## config.mk

```make
export PLATFORM = sky130hd
export DESIGN_NAME = flash_erase_program_sequencer_top
export DESIGN_NICKNAME = d
export VERILOG_FILES = /design/src/rtl/feps_pkg.sv /design/src/rtl/flash_erase_program_sequencer_top.sv
export VERILOG_INCLUDE_DIRS = /design/src /design/src/rtl
export SDC_FILE = /design/constraint.sdc
export NUM_CORES = 1
export LEC_CHECK = 0
export ABC_AREA = 1
export BUFFER_PORTS_ARGS = -buffer_cell sky130_fd_sc_hd__buf_2
export CORE_ASPECT_RATIO = 0.8
export CORE_UTILIZATION = 30
export DETAILED_ROUTE_END_ITERATION = 10
export GPL_TIMING_DRIVEN = 1
export HOLD_SLACK_MARGIN = 0.02
export PLACE_DENSITY = 0.52
export SYNTH_ARGS = -nofsm -noshare
export SYNTH_HDL_FRONTEND = slang
export SYNTH_SLANG_ARGS = --single-unit
```

## constraint.sdc

```tcl
create_clock -name clk -period 3.61 [get_ports clk]
set_input_delay 0.5415 -clock clk [delete_from_list [all_inputs] [get_ports clk]]
set_output_delay 0.5415 -clock clk [all_outputs]
set_load 0.01 [all_outputs]
```

## src/rtl/assert_macros.svh

```systemverilog
// Assertion macros shared by the RTL of the flash erase and program sequencer.
// Needs signals clk and arst_n in the scope where a macro is used.
`ifndef ASSERT_MACROS_SVH
`define ASSERT_MACROS_SVH

// Property that must hold at every clock edge outside reset.
`define ASSERT_ALWAYS(label, expr, msg) \
	label: assert property (@(posedge clk) disable iff (!arst_n) (expr)) else $error(msg);

// Implication checked in the same cycle.
`define ASSERT_IMPLY(label, ante, cons, msg) \
	label: assert property (@(posedge clk) disable iff (!arst_n) (ante) |-> (cons)) \
		else $error(msg);

// Implication whose consequent is checked in the next cycle.
`define ASSERT_NEXT(label, ante, cons, msg) \
	label: assert property (@(posedge clk) disable iff (!arst_n) (ante) |=> (cons)) \
		else $error(msg);

`endif

```

## src/rtl/feps_pkg.sv

```systemverilog
// Package of the flash erase and program sequencer: phase type, page sizes,
// register indexes and command flag layout. No dependencies.
`timescale 1ns / 1ps
`default_nettype none

package feps_pkg;

	typedef enum logic [2:0] {
		PH_IDLE       = 3'd0,
		PH_ERASE_WAIT = 3'd1,
		PH_ERASE_CMD  = 3'd2,
		PH_WRITE_WAIT = 3'd3,
		PH_WRITE_CMD  = 3'd4
	} phase_t;

	// item kind carried on s_tuser
	localparam logic ACT_ERASE = 1'b0;
	localparam logic ACT_WRITE = 1'b1;

	// configuration register indexes
	localparam int unsigned CFG_IDX_W = 2;
	localparam logic [CFG_IDX_W-1:0] CFG_BASE_ADDR     = 2'd0;
	localparam logic [CFG_IDX_W-1:0] CFG_BANK_ZERO_END = 2'd1;
	localparam logic [CFG_IDX_W-1:0] CFG_DUAL_BANK     = 2'd2;

	localparam logic [31:0] BASE_ADDR_RST     = 32'h0800_0000;
	localparam logic [31:0] BANK_ZERO_END_RST = 32'h0808_0000;

	// page sizes and word size, in bytes
	localparam logic [23:0] PAGE_BANK_ZERO = 24'd2048;
	localparam logic [23:0] PAGE_BANK_ONE  = 24'd4096;
	localparam logic [23:0] WORD_BYTES     = 24'd4;

	localparam int unsigned S_TDATA_W = 88;
	localparam int unsigned M_TDATA_W = 72;

	// command flags, use_bank_one in bit 0
	typedef struct packed {
		logic program_word;
		logic mirror_address;
		logic start_page_erase;
		logic clear_program_enable;
		logic clear_erase_enable;
		logic do_lock;
		logic do_unlock;
		logic use_bank_one;
	} cmd_flags_t;

endpackage

`default_nettype wire

```

## src/rtl/flash_erase_program_sequencer_top.sv

```systemverilog
// Top level of the flash erase and program sequencer: input stage, step logic,
// result stage and configuration registers. Depends on feps_pkg, assert_macros.svh.
`timescale 1ns / 1ps
`default_nettype none

`include "assert_macros.svh"

// Flash erase / program sequencer. Each input item is one step of an erase
// (s_tuser 0) or write (s_tuser 1) operation and yields exactly one result item
// of command flags for the flash controller. From idle a step latches the start
// address (base address + offset), the byte count and the bank (bank one when
// dual_bank is set and the address is at or above bank_zero_end) and asks for
// unlock; the operation then alternates wait steps (hold while bank_busy) and
// command steps (one page erase of 2 KiB / 4 KiB, or one 32-bit word program).
// A wait step with nothing left relocks and raises done (m_tlast). A step of
// the other kind aborts to idle without relocking. Timing: one item per cycle
// sustained while m_tready does not stall the result; an accepted item passes
// through the input register, then the result register fed by the combinational
// step logic (a 32-bit add feeding a compare and a 24-bit subtract/compare),
// before its result shows on m_tvalid. A stalled result holds the input
// register, which still takes a new item in the cycle the result drains.
// Configuration is only to be written while the block is idle.
module flash_erase_program_sequencer_top (
	input  wire                              clk,
	input  wire                              arst_n,
	// configuration write port
	input  wire                              cfg_wr_en,
	input  wire [feps_pkg::CFG_IDX_W-1:0]    cfg_index,
	input  wire [31:0]                       cfg_data,
	// input stream
	input  wire                              s_tvalid,
	output logic                             s_tready,
	// offset[23:0], byte_count[47:24], data_word[79:48], bank_busy[80],
	// security_on[81], zero pad[87:82]
	input  wire [feps_pkg::S_TDATA_W-1:0]    s_tdata,
	// action[0]
	input  wire                              s_tuser,
	// result stream
	output logic                             m_tvalid,
	input  wire                              m_tready,
	// use_bank_one[0], do_unlock[1], do_lock[2], clear_erase_enable[3],
	// clear_program_enable[4], start_page_erase[5], mirror_address[6],
	// program_word[7], target_address[39:8], write_data[71:40]
	output logic [feps_pkg::M_TDATA_W-1:0]   m_tdata,
	// done_res
	output logic                             m_tlast
);
	import feps_pkg::*;

	// configuration
	logic [31:0] base_addr_q;
	logic [31:0] bank_zero_end_q;
	logic        dual_bank_q;

	// input stage
	logic        valid_s1;
	logic        action_s1;
	logic [23:0] offset_s1;
	logic [23:0] byte_count_s1;
	logic [31:0] data_word_s1;
	logic        bank_busy_s1;
	logic        security_on_s1;

	// operation state
	phase_t      phase_q, phase_d;
	logic [31:0] addr_q, addr_d;
	logic [23:0] rem_q, rem_d;
	logic        bank_q, bank_d;

	// step results
	cmd_flags_t  flags;
	logic        done;
	logic [31:0] target;
	logic [31:0] wdata;

	// result stage
	logic        valid_s2;
	cmd_flags_t  flags_s2;
	logic        done_s2;
	logic [31:0] target_s2;
	logic [31:0] wdata_s2;

	logic        advance;
	logic [31:0] start_addr;
	logic [23:0] page;
	logic        rem_zero;

	// a step is taken when the result register is free or being drained
	assign advance  = valid_s1 && (!valid_s2 || m_tready);
	assign s_tready = !valid_s1 || advance;

	always_ff @(posedge clk or negedge arst_n) begin
		if (!arst_n) begin
			base_addr_q     <= BASE_ADDR_RST;
			bank_zero_end_q <= BANK_ZERO_END_RST;
			dual_bank_q     <= 1'b0;
		end else if (cfg_wr_en) begin
			unique case (cfg_index)
				CFG_BASE_ADDR:     base_addr_q     <= cfg_data;
				CFG_BANK_ZERO_END: bank_zero_end_q <= cfg_data;
				CFG_DUAL_BANK:     dual_bank_q     <= cfg_data[0];
				default: ;
			endcase
		end
	end

	// input register
	always_ff @(posedge clk or negedge arst_n) begin
		if (!arst_n) begin
			valid_s1 <= 1'b0;
		end else if (s_tready) begin
			valid_s1 <= s_tvalid;
		end
	end

	always_ff @(posedge clk) begin
		if (s_tready && s_tvalid) begin
			action_s1      <= s_tuser;
			offset_s1      <= s_tdata[23:0];
			byte_count_s1  <= s_tdata[47:24];
			data_word_s1   <= s_tdata[79:48];
			bank_busy_s1   <= s_tdata[80];
			security_on_s1 <= s_tdata[81];
		end
	end

	assign start_addr = base_addr_q + {8'd0, offset_s1};
	assign page       = bank_q ? PAGE_BANK_ONE : PAGE_BANK_ZERO;
	assign rem_zero   = (rem_q == 24'd0);

	// next state
	always_comb begin
		phase_d = phase_q;
		addr_d  = addr_q;
		rem_d   = rem_q;
		bank_d  = bank_q;
		unique case (phase_q)
			PH_ERASE_WAIT: begin
				if (action_s1 == ACT_ERASE) begin
					if (!bank_busy_s1)
						phase_d = rem_zero ? PH_IDLE : PH_ERASE_CMD;
				end else begin
					phase_d = PH_IDLE;
				end
			end
			PH_ERASE_CMD: begin
				if (action_s1 == ACT_ERASE) begin
					if (!rem_zero) begin
						// saturate at zero on the last page
						rem_d  = (rem_q > page) ? rem_q - page : 24'd0;
						addr_d = addr_q + {8'd0, page};
					end
					phase_d = PH_ERASE_WAIT;
				end else begin
					phase_d = PH_IDLE;
				end
			end
			PH_WRITE_WAIT: begin
				if (action_s1 == ACT_WRITE) begin
					if (!bank_busy_s1)
						phase_d = rem_zero ? PH_IDLE : PH_WRITE_CMD;
				end else begin
					phase_d = PH_IDLE;
				end
			end
			PH_WRITE_CMD: begin
				if (action_s1 == ACT_WRITE) begin
					if (rem_q >= WORD_BYTES) begin
						addr_d = addr_q + {8'd0, WORD_BYTES};
						rem_d  = rem_q - WORD_BYTES;
					end else begin
						// short tail: one word and done
						rem_d = 24'd0;
					end
					phase_d = PH_WRITE_WAIT;
				end else begin
					phase_d = PH_IDLE;
				end
			end
			default: begin
				addr_d  = start_addr;
				rem_d   = byte_count_s1;
				bank_d  = dual_bank_q && (start_addr >= bank_zero_end_q);
				phase_d = (action_s1 == ACT_WRITE) ? PH_WRITE_WAIT : PH_ERASE_WAIT;
			end
		endcase
	end

	// step outputs
	always_comb begin
		flags  = '0;
		done   = 1'b0;
		target = 32'd0;
		wdata  = 32'd0;
		unique case (phase_q)
			PH_ERASE_WAIT: begin
				if (action_s1 == ACT_ERASE) begin
					if (!bank_busy_s1) begin
						flags.clear_erase_enable = 1'b1;
						flags.do_lock            = rem_zero;
						done                     = rem_zero;
					end
				end else begin
					flags.clear_erase_enable = 1'b1;
				end
			end
			PH_ERASE_CMD: begin
				if (action_s1 == ACT_ERASE && !rem_zero) begin
					flags.start_page_erase = 1'b1;
					flags.mirror_address   = bank_q && security_on_s1;
					target                 = addr_q;
				end
			end
			PH_WRITE_WAIT: begin
				if (action_s1 == ACT_WRITE) begin
					if (!bank_busy_s1) begin
						flags.clear_program_enable = 1'b1;
						flags.do_lock              = rem_zero;
						done                       = rem_zero;
					end
				end else begin
					flags.clear_program_enable = 1'b1;
				end
			end
			PH_WRITE_CMD: begin
				if (action_s1 == ACT_WRITE && !rem_zero) begin
					flags.program_word = 1'b1;
					target             = addr_q;
					wdata              = data_word_s1;
				end
			end
			default: begin
				flags.do_unlock = 1'b1;
			end
		endcase
		flags.use_bank_one = bank_d;
	end

	always_ff @(posedge clk or negedge arst_n) begin
		if (!arst_n) begin
			phase_q <= PH_IDLE;
			addr_q  <= 32'd0;
			rem_q   <= 24'd0;
			bank_q  <= 1'b0;
		end else if (advance) begin
			phase_q <= phase_d;
			addr_q  <= addr_d;
			rem_q   <= rem_d;
			bank_q  <= bank_d;
		end
	end

	// result register
	always_ff @(posedge clk or negedge arst_n) begin
		if (!arst_n) begin
			valid_s2 <= 1'b0;
		end else if (advance) begin
			valid_s2 <= 1'b1;
		end else if (m_tready) begin
			valid_s2 <= 1'b0;
		end
	end

	always_ff @(posedge clk) begin
		if (advance) begin
			flags_s2  <= flags;
			done_s2   <= done;
			target_s2 <= target;
			wdata_s2  <= wdata;
		end
	end

	assign m_tvalid = valid_s2;
	assign m_tdata  = {wdata_s2, target_s2, flags_s2};
	assign m_tlast  = done_s2;

	// checks
	`ASSERT_IMPLY(a_one_command, valid_s2, $onehot0({flags_s2.do_unlock, flags_s2.do_lock,
		flags_s2.start_page_erase, flags_s2.program_word}), "more than one command in a result")
	`ASSERT_IMPLY(a_mirror_bank_one, valid_s2 && flags_s2.mirror_address,
		flags_s2.start_page_erase && flags_s2.use_bank_one, "mirror without bank one erase")
	`ASSERT_IMPLY(a_done_locks, valid_s2 && done_s2, flags_s2.do_lock, "done without relock")
	`ASSERT_IMPLY(a_target_idle, valid_s2 && !flags_s2.start_page_erase
		&& !flags_s2.program_word, target_s2 == 32'd0, "address with no command")
	`ASSERT_NEXT(a_state_holds, !advance, $stable(phase_q) && $stable(rem_q),
		"state moved without a step")

endmodule

`default_nettype wire

```

---- Yosys cells after proc, flatten, opt, wreduce, memory -nomap -nowiden ----
Index checks and enable logic that the tools add are counted.
storage, ports and cells
  bits in registers ....................... 283
  input port bits ......................... 128
  output and inout port bits .............. 75
  logic and storage cells ................. 113
operators by class
  add/subtract/negate cells ............... 5
  $lt $le $gt $ge ......................... 3
  equal/unequal tests ..................... 12
  multiplexer cells ....................... 41
  bitwise operators ....................... 2
  reduce and logical (&&, ||, !) cells .... 24
operator list
  cell                                                  number
  two-way mux 32 bit                                    6
  two-way mux 24 bit                                    5
  one-hot mux 32 bit (3 select lines)                   1
  one-hot mux 24 bit (3 select lines)                   1
  one-hot mux 32 bit (2 select lines)                   1
  adder 32 x 13 -> 32 bit                               1
  adder 32 x 24 -> 32 bit                               1
  adder 32 x 3 -> 32 bit, second input constant         1
  >= comparator 32 bit                                  1
  >= comparator 24 x 3 -> 1 bit, second input constant  1
  > comparator 24 x 13 -> 1 bit                         1
  logical NOT 24 bit                                    1
  subtractor 24 x 13 -> 24 bit                          1
  subtractor 24 x 3 -> 24 bit, second input constant    1
  two-way mux 3 bit                                     5
  two-way mux 1 bit                                     14
  two-way mux 13 bit                                    1
  one-hot mux 3 bit (4 select lines)                    1
  AND reduction 2 bit                                   5
  two-way mux 2 bit                                     4
  != test 2 bit, second input constant                  4
  == test 3 x 2 -> 1 bit, second input constant         2
  logical AND 1 bit                                     6
  != test 3 bit, second input constant                  2
  15 further kinds                                      20

---- Depth between registers and ports, before layout ----
Gate-level depths: netlist (run 1).
  depth in word-level cells ............... 6
  mapped depth ............................ 25
  mapped depth without buffers ............ 25

---- Worst setup path after synthesis (run 1) ----
Ideal clock, no wire load.
  path kind ............................... input port to flip-flop
  start point ............................. input port m_tready
  end point ............................... register action_s1, enable pin
  setup time .............................. 0.437 ns
  data arrival time ....................... 2.427 ns
  required time ........................... 3.173 ns
  slack ................................... 0.746 ns
  cell stages on the path ................. 4
  path buffers ............................ 0
  cell sequence ........................... inv_1 -> nand3_1 -> nand2_1 -> inv_1
on the way
  word-level cells in the longest chain between the ends .. 4
RTL lines
  item                  line                                      RTL
  from (decl)           flash_erase_program_sequencer_top.sv:40   input wire m_tready,
  logical OR 1 bit      flash_erase_program_sequencer_top.sv:89   assign advance = valid_s1 && (!valid_s2 || m_tready);
  logical AND 1 bit     flash_erase_program_sequencer_top.sv:89
  logical OR 1 bit      flash_erase_program_sequencer_top.sv:90   assign s_tready = !valid_s1 || advance;
  via s_tready          flash_erase_program_sequencer_top.sv:32   output logic s_tready,
  logical AND 1 bit     flash_erase_program_sequencer_top.sv:117  if (s_tready && s_tvalid) begin
  to (signal assigned)  flash_erase_program_sequencer_top.sv:118  action_s1 <= s_tuser;
  to (decl)             flash_erase_program_sequencer_top.sv:57   logic action_s1;
The timed path passes the listed nets, and every way through them passes these cells.
A chain may end at the register's enable or synchronous reset.

---- Final worst setup path (run 1) ----
  start point ............................. register base_addr_q[11]
  end point ............................... register flags_s2 (netlist bit m_tdata[0]) (data pin)
on the way
  word-level cells in the longest chain between the ends .. 4
RTL lines
  item                     line                                      RTL
  from (decl)              flash_erase_program_sequencer_top.sv:51   logic [31:0] base_addr_q;
  from (signal assigned)   flash_erase_program_sequencer_top.sv:99   CFG_BASE_ADDR: base_addr_q <= cfg_data;
  adder 32 x 24 -> 32 bit  flash_erase_program_sequencer_top.sv:127  assign start_addr = base_addr_q + {8'd0, offset_s1};
  >= comparator 32 bit     flash_erase_program_sequencer_top.sv:183  bank_d = dual_bank_q && (start_addr >= bank_zero_end_q);
  logical AND 1 bit        flash_erase_program_sequencer_top.sv:183
  two-way mux 1 bit        flash_erase_program_sequencer_top.sv:137  unique case (phase_q)
  via bank_d               flash_erase_program_sequencer_top.sv:68   logic bank_q, bank_d;
  to (signal assigned)     flash_erase_program_sequencer_top.sv:266  flags_s2 <= flags;
  to (decl)                flash_erase_program_sequencer_top.sv:78   cmd_flags_t flags_s2;
The timed path passes the listed nets, and every way through them passes these cells.

==> flow_summary.yaml, run 1 <==
timing:
  max_slew_margin: 0.231
  fin_crit_sh: 0.930
  setup_viol: 0
  slew_violations: 0
  tightest_slew_ps: 1150
  skew_ps: 18.8
  setup_tns_ps: 0
  min_period_ps: 3360
  hold_violations: 0
  fmax_mhz: 298
  rsz0062_at_grt: "no"
hold_path:
  min_to: "action_s1$_DFFE_PP_"
  min_delay_path_depth: 1
  hold_path.class: "input port to flop"
  min-delay-start: "s_tuser"
floorplanning:
  start_util: 0.305
  std_cell_rows: 74
  die_h_um: 206
  boundaryPins: 203
  fp.coreArea_um2: 51300
  die_w_um: 257
  die-area_um2: 53100
detailed_routing:
  drcViolationCount: 0
  wl_per_cell_um: 16.2
  drt-total-wl_um: 46800
  postRouteAntennaNets: 0
  dr.pass1.iters: 6
  drtIter0Drc: 1100
  routed-via-count: 13400
  via_per_inst: 4.65
setup_path:
  start_kind: "flop"
  cp_max_fo: 4
  required_ps: 3900
  rrSetupSlack_ps: 250
  worst_ep_arrival_time_ps: 3650
  worstReg2RegStart: "base_addr_q[11]$_DFFE_PN0P_"
  reg2regPathDepth: 18
  reg2reg_to: "m_tdata[0]$_DFFE_PP_"
  critPathKind: "flop to flop"
  cp-end-kind: "flop"
clocking:
  htreeDepth: 2
  clkTransAtPathRegs_ps: 70
  clock-root-buffer: "clkbuf_16"
  cts_buffers: 35
  cts_tree: "yes"
  cts.sinks: 282
  clk_latency_ps: 550
  cts_buffer_depth: 3
  post_cts_buffers: 0
synthesis:
  synthesis.nets: 2151
  synth_compound_area_frac: 0.0829
  yosysMostFrequentCell: "nand2_1"
  synth_edf_count: 155
  synthArstFlopShare: 0.450
  synth_top_area_cell: "edfxtp_1"
  synthTopCellsByCount: "nand2_1 (565), inv_1 (284), nor2_1 (253), edfxtp_1 (155), o21ai_0 (139)"
  synth_cell_types: 47
  ys_seq_elements: 282
  synth_area_leaders: "edfxtp_1 (30%), dfrtp_1 (20%), nand2_1 (14%), inv_1 (6.8%), nor2_1 (6.1%)"
  yosysTopAreaCellShare: 0.297
  synthXorXnorAreaFrac: 0.0212
  synth_top_family_by_area: "simple AND/OR/NAND/NOR gates"
  synthSimpleGateAreaFrac: 0.259
  synth_fa_ha_area_frac: 0.0549
  syn_area_per_cell_um2: 8.01
  syn-cell-area_um2: 15700
  synth_cells: 1956
  ys_warn_count: 0
  synth_flop_cell: "edfxtp_1"
  ys_seq_area_frac: 0.500
  muxShareOfSynthArea: 0
final_layout:
  nets: 2362
  final_cells: 2879
  area_growth_pct: 20.8
  drive_gt1_frac: 0.152
  fillers: 5350
placement:
  port_buffers: 196
  hpwl_um: 35000
  placed_cells: 2813
  gp_congestion: 0.933
global_routing:
  grt_max_degree: 79
  grtUsageTotal: 0.176
  antenna_found_initial: 0
  grt_pass1_wl_um: 72900
  overflow: 0
  grt_pass1_vias: 12900
run_status:
  run_status: "completed"
flow_run:
  maxCapViolCount: 0
power_and_ir_drop:
  powerDensity_nw_per_um2: 701
  leakage_nw: 9.02
  peakVddDrop_v: 0.000354
[worst max-delay path by stage]
stage,start,cells past startpoint,end,slack (ps)
final,base_addr_q[11]$_DFFE_PN0P_,18,m_tdata[0]$_DFFE_PP_,250
after global routing,offset_s1[19]$_DFFE_PP_,22,bank_q$_DFFE_PN0P_,6
after CTS,base_addr_q[0]$_DFFE_PN0P_,24,m_tdata[0]$_DFFE_PP_,40
after detailed placement,base_addr_q[0]$_DFFE_PN0P_,24,m_tdata[0]$_DFFE_PP_,-50
after global placement,base_addr_q[0]$_DFFE_PN0P_,24,m_tdata[0]$_DFFE_PP_,-70
after floorplan,m_tready,4,action_s1$_DFFE_PP_,750
[per-layer routing]
metal  vias to the layer above  GRT usage  routed length, um
met4                         0     0.0543               1100
met1                      6280      0.250              22700
met5                         -          0                  0
li1                       6720          -                  -
met3                        63     0.0282               2510
met2                       328      0.274              20500
[sequential cells by signal, summed over array words and instances (netlist names), 3 cells and up]
name / count
addr_q: 32
bank_zero_end_q: 32
base_addr_q: 32
data_word_s1: 32
target_s2: 32
wdata_s2: 32
byte_count_s1: 24
offset_s1: 24
rem_q: 24
m_tdata: 8
phase_q: 3
[logic make-up (layout without fill, tap and decap cells)]
group                      Yosys count  after routing
and+or+nand+nor                    996            996
buffers and inverters              332            570
DFF                                282            282
AOI/OAI and AO/OA                  241            241
adders and majority gates           67             67
xor gates and xnor gates            38             38
other                                0              1
[layout by cell type (no fill, tap or decap), drive strengths merged, types with 13 or more instances in the layout]
cell and count:
nand4 22, clkinv 13, a21oi 63, nor2 260, buf 214, o21ai 142, clkbuf 47, nand2 566
a31oi 13, nand3 121, dfrtp 124, inv 289, ha 64, edfxtp 155, nor3 16, xor2 32
[final cells by class]
cell class | count | area (um^2) | area share
Timing Repair Buffer | 215 | 1150 | 0.0610
Multi-Input combinational cell | 1342 | 6770 | 0.358
Antenna cell | 1 | 2.50 | 0.000132
Tap cell | 684 | 856 | 0.0452
Clock inverter | 17 | 244 | 0.0129
Sequential cell | 282 | 7840 | 0.414
Clock buffer | 47 | 972 | 0.0514
Inverter | 291 | 1090 | 0.0578
[power breakdown]
group | leakage [nW] | switching, mW | total, mW | internal [mW]
sequential | 3.09 | 0.625 | 4.75 | 4.12
combinational | 5.33 | 3.20 | 4.77 | 1.57
clock | 0.594 | 1.43 | 3.75 | 2.33
[per-stage QoR]
step	utilization	hold slack (ps)	area [um^2]	worst slack (ps)	total power, mW
3_5_place_dp	0.341	379	17500	-49.6	9.51
4_1_cts	0.365	134	18700	42.3	13.4
5_1_grt	0.369	143	18900	6.45	14.3
2_1_floorplan	-	246	15700	746	7.90
3_3_place_gp	0.341	383	17500	-65.2	9.43
6_report	0.369	163	18900	252	13.3
[worst max-delay path, cell delays in order, from the launching register on]
cell,delay [ps]
dfrtp_1,390
ha_1,380
nand2_2,160
inv_1,50
a21oi_1,140
inv_1,110
o21bai_1,340
nand3_1,110
nand2_1,100
nand2_1,80
ha_1,290
a21oi_1,150
o21a_1,140
nand2_1,90
a21oi_2,210
buf_4,140
nand3_2,90
nand2_1,70
nand2_1,60
[timing repair]
action                                  in CTS  in global routing
pin swaps                                    0                  4
endpoints found under the hold margin        6                  0
gates resized for setup                      1                 39
hold buffers                                 1                  0
endpoints found under the setup margin       2                  2
Power figures use the tool's default switching activity.
==> run 2, diff against run 1 <==
- MAX_ROUTING_LAYER: not set -> met4
==> flow_summary.yaml, run 2 (synthesized netlist as in run 1, its figures left out) <==
run_status:
  run_status: "completed"
floorplanning:
  die_w_um: 257
  start_util: 0.305
  std_cell_rows: 74
  die-area_um2: 53100
  boundaryPins: 203
  die_h_um: 206
  fp.coreArea_um2: 51300
detailed_routing:
  drtIter0Drc: 1075
  drt-total-wl_um: 47000
  drcViolationCount: 0
  wl_met3_um: 2790
  routed-via-count: 13500
  postRouteAntennaNets: 0
  wl_met1_um: 22500
  via_per_inst: 4.68
  top_layer: "met4"
  dr.pass1.iters: 6
  wl_per_cell_um: 16.3
  route.met2.wl_um: 20800
setup_path:
  critPathMostFrequentCell: "nand2_1"
  cp_slowest_cell: "dfrtp_1"
  slowest_delay_ps: 380
  cp_max_fo: 4
  cp-end-kind: "flop"
  critPathKind: "flop to flop"
  required_ps: 3910
  worst_ep_arrival_time_ps: 3660
  path_delay_family: "simple AND/OR/NAND/NOR gates"
  path_cells: "ha_1 > nand2_1 > nand2_1 > inv_1 > nand2_1 > a21oi_2 > nand2_2 > nand2_1 > nand3b_1 > nand2_1 > inv_1 > ha_1 > a21oi_2 > o21a_1 > nand2_1 > a21oi_4 > buf_4 > nand3_2 > nand2_1 > nand2_1"
  start_kind: "flop"
  cp_num_buf_inv: 3
power_and_ir_drop:
  leakage_nw: 9.00
  peakVddDrop_v: 0.000414
  powerDensity_nw_per_um2: 691
  total_power_mw: 13.0
timing:
  setup_viol: 0
  slew_violations: 0
  hold_violations: 0
  fmax_mhz: 297
  tightest_slew_ps: 1150
  setup_tns_ps: 0
  min_period_ps: 3360
  skew_ps: 17.3
  max_slew_margin: 0.230
  rsz0062_at_grt: "no"
  fin_crit_sh: 0.932
global_routing:
  grt_max_degree: 65
  antenna_found_initial: 1
  grtUsageTotal: 0.181
  grt_pass1_vias: 12800
  grt_pass1_wl_um: 72300
  overflow: 0
clocking:
  post_cts_buffers: 0
  clkTransAtPathRegs_ps: 70
  clk_latency_ps: 550
  cts.sinks: 282
  clock-root-buffer: "clkbuf_16"
  cts_buffers: 34
  htreeDepth: 2
  cts_tree: "yes"
  cts_buffer_depth: 3
placement:
  port_buffers: 196
  gp_congestion: 0.959
  placed_cells: 2817
  hpwl_um: 35300
final_layout:
  nets: 2364
  final_cells: 2880
  final_common_cell: "nand2_1"
  final_cell_mix: "nand2_1 (557), inv_1 (282), nor2_1 (250)"
  drive_gt1_frac: 0.149
  area_growth_pct: 19.7
  fillers: 5432
hold_path:
  hold_path.class: "input port to asynchronous set/reset pin"
flow_run:
  maxCapViolCount: 0
-- run 2: final timing paths --
check / startpoint / depth (start not counted) / slack, ps / end
setup / recovery: base_addr_q[14]$_DFFE_PN0P_ / 20 / 250 / m_tdata[0]$_DFFE_PP_
hold / removal: arst_n / 1 / 30 / base_addr_q[21]$_DFFE_PN0P_
setup reg to reg: base_addr_q[14]$_DFFE_PN0P_ / 20 / 250 / m_tdata[0]$_DFFE_PP_
hold reg to reg: bank_zero_end_q[12]$_DFFE_PN0P_ / 2 / 480 / bank_zero_end_q[12]$_DFFE_PN0P_
max in group asynchronous: arst_n / 2 / 2870 / bank_zero_end_q[1]$_DFFE_PN0P_
min in group clk: s_tdata[76] / 1 / 170 / data_word_s1[28]$_DFFE_PP_
-- run 2: routing by layer --
layer / up-vias / GRT usage
met1: 6352 / 0.253
met2: 364 / 0.274
met4: 0 / 0.0490
met3: 53 / 0.0272
li1: 6717 / -
met5: - / -
-- run 2: area by class of cell --
| type | instances | area, um^2 | share of cell area |
|---|---|---|---|
| Sequential cell | 282 | 7840 | 0.418 |
| Multi-Input combinational cell | 1342 | 6660 | 0.355 |
| Timing Repair Buffer | 218 | 1200 | 0.0639 |
| Inverter | 291 | 1090 | 0.0584 |
| Clock buffer | 46 | 946 | 0.0504 |
| Tap cell | 684 | 856 | 0.0456 |
| Clock inverter | 16 | 161 | 0.00861 |
| Antenna cell | 1 | 2.50 | 0.000133 |
-- run 2: power breakdown --
part / internal [mW] / switching (mW)
Combinational: 1.57 / 3.23
Clock: 2.01 / 1.44
Sequential: 4.12 / 0.610
Total: 7.69 / 5.28
-- run 2: metrics by stage --
stage	setup slack, ps	area (um^2)	util	hold WS [ps]
CTS	35.1	18700	0.364	37.2
global route	3.94	18800	0.366	79.1
detailed placement	-83.3	17500	0.342	473
finish	246	18800	0.366	33.5
floorplan	746	15700	-	246
global placement	-112	17500	0.342	472
-- run 2: timing repair --
item                                    4_1_cts  5_1_grt
endpoints found under the setup margin        2        2
resized for setup                             1       26
hold buffers                                  0        0
pin swaps                                     0        2
-- run 2: worst register-to-register path, cell delays in order (launching register included) --
cell and delay (ps):
dfrtp_1 380, ha_1 360, nand2_1 90, nand2_1 90, inv_1 70, nand2_1 140, a21oi_2 190, nand2_2 130
nand2_1 150, nand3b_1 100, nand2_1 110, inv_1 50, ha_1 300, a21oi_2 170, o21a_1 170, nand2_1 90
a21oi_4 160, buf_4 140, nand3_2 100, nand2_1 80, nand2_1 60
==> run 3, diff against run 2 <==
- REMOVE_ABC_BUFFERS: not set -> 1
==> flow_summary.yaml, run 3 (synthesized netlist as in run 1, its figures left out) <==
run_status:
  run_status: "completed"
clocking:
  clk_latency_ps: 550
  cts_buffers: 35
  clkTransAtPathRegs_ps: 60
  clock-root-buffer: "clkbuf_16"
  cts.sinks: 282
  cts_tree: "yes"
  htreeDepth: 2
  cts_buffer_depth: 3
floorplanning:
  boundaryPins: 203
  die_h_um: 206
  start_util: 0.305
  fp.coreArea_um2: 51300
  std_cell_rows: 74
  die_w_um: 257
  die-area_um2: 53100
setup_path:
  worstReg2RegStart: "base_addr_q[14]$_DFFE_PN0P_"
  cp-end-kind: "flop"
  start_kind: "flop"
  path_delay_family: "simple AND/OR/NAND/NOR gates"
  slowest_delay_ps: 410
  critPathKind: "flop to flop"
  reg2regPathDepth: 17
  cp_slowest_cell: "ha_1"
  critPathMostFrequentCell: "nand2_1"
  cp_max_fo: 4
  reg2reg_to: "m_tdata[0]$_DFFE_PP_"
  path_cells: "ha_1 > nand2_2 > nor2_1 > nand2_1 > nor3_1 > nand2_1 > nand4_1 > nand2_1 > ha_1 > a21oi_1 > o21a_1 > nand2_2 > a21oi_4 > buf_4 > nand3_1 > nand2_1 > nand2_1"
  required_ps: 3910
  worst_ep_arrival_time_ps: 3630
  rrSetupSlack_ps: 280
  cp_num_buf_inv: 1
timing:
  skew_ps: 16.3
  tightest_slew_ps: 1130
  fin_crit_sh: 0.921
  fmax_mhz: 301
  min_period_ps: 3330
  slew_violations: 0
  setup_ws_ps: 284
  max_slew_margin: 0.243
  hold_violations: 0
  hold-worst-slack_ps: 158
  setup_viol: 0
detailed_routing:
  dr.pass1.iters: 6
  via_per_inst: 4.67
  drt-total-wl_um: 46300
  wl_per_cell_um: 16.1
  postRouteAntennaNets: 0
  routed-via-count: 13400
  drcViolationCount: 0
  drtIter0Drc: 1017
power_and_ir_drop:
  total_power_mw: 12.9
  peakVddDrop_v: 0.000296
  leakage_nw: 8.97
  powerDensity_nw_per_um2: 686
global_routing:
  grt_max_degree: 65
  overflow: 0
  grt_pass1_vias: 12900
  grtUsageTotal: 0.180
  antenna_found_initial: 0
  grt_pass1_wl_um: 73000
final_layout:
  final_common_cell: "nand2_1"
  drive_gt1_frac: 0.150
  fillers: 5390
  area_growth_pct: 19.7
  final_cell_mix: "nand2_1 (553), inv_1 (282), nor2_1 (249)"
  nets: 2364
  final_cell_area_um2: 18700
placement:
  gp_congestion: 0.963
  placed_cell_area_um2: 17500
  preCtsSetupSlack_ps: -93.1
  port_buffers: 196
  hpwl_um: 35000
hold_path:
  hold_path.class: "input port to flop"
  min_delay_path_depth: 1
  min_to: "data_word_s1[16]$_DFFE_PP_"
  min-delay-start: "s_tdata[64]"
flow_run:
  maxCapViolCount: 0
run 3: what timing repair did:
item | 4_1_cts | 5_1_grt
resized for setup | 1 | 38
setup endpoints to repair | 2 | 2
pin swaps | 0 | 4
buffers inserted | 0 | 3
hold buffers | 1 | 0
endpoints found under the hold margin | 49 | 0
run 3: how the worst max path moves through the flow:
stage / startpoint / to / depth (start not counted)
finish: base_addr_q[14]$_DFFE_PN0P_ / m_tdata[0]$_DFFE_PP_ / 17
detailed placement: base_addr_q[0]$_DFFE_PN0P_ / m_tdata[0]$_DFFE_PP_ / 24
global placement: base_addr_q[0]$_DFFE_PN0P_ / m_tdata[0]$_DFFE_PP_ / 24
global route: base_addr_q[0]$_DFFE_PN0P_ / bank_q$_DFFE_PN0P_ / 24
CTS: base_addr_q[0]$_DFFE_PN0P_ / m_tdata[0]$_DFFE_PP_ / 24
floorplan: m_tready / action_s1$_DFFE_PP_ / 4
run 3: cell type report:
class | instances | area, um^2 | area share
Timing Repair Buffer | 217 | 1160 | 0.0619
Clock buffer | 46 | 947 | 0.0505
Clock inverter | 17 | 154 | 0.00821
Multi-Input combinational cell | 1342 | 6700 | 0.357
Antenna cell | 1 | 2.50 | 0.000133
Inverter | 291 | 1090 | 0.0584
Tap cell | 684 | 856 | 0.0457
Sequential cell | 282 | 7840 | 0.418
run 3: metrics by stage:
step	util	instances	setup TNS, ps
floorplan	-	1915	0
global placement	0.341	2812	-115
detailed placement	0.341	2812	-164
CTS	0.362	2876	0
global route	0.365	2879	-55.3
finish	0.365	2880	0
run 3: worst register-to-register path, cell delays in order (launching register included):
cell	delay, ps
dfrtp_1	380
ha_1	410
nand2_2	120
nor2_1	200
nand2_1	160
nor3_1	150
nand2_1	140
nand4_1	150
nand2_1	120
ha_1	310
a21oi_1	150
o21a_1	150
nand2_2	80
a21oi_4	190
buf_4	130
nand3_1	110
nand2_1	90
nand2_1	60
run 3: metal layers:
| metal | vias to the layer above | GRT usage | routed length [um] |
|---|---|---|---|
| li1 | 6720 | - | - |
| met1 | 6333 | 0.263 | 23500 |
| met2 | 339 | 0.254 | 19200 |
| met3 | 52 | 0.0314 | 2670 |
| met4 | 0 | 0.0473 | 881 |
| met5 | - | - | 0 |
run 3: report_power, final:
part           total, mW  leakage [nW]  internal (mW)  switching (mW)
sequential          4.72          3.09           4.12           0.600
clock               3.37         0.532           1.95            1.42
combinational       4.77          5.35           1.56            3.21
total               12.9          8.97           7.63            5.23
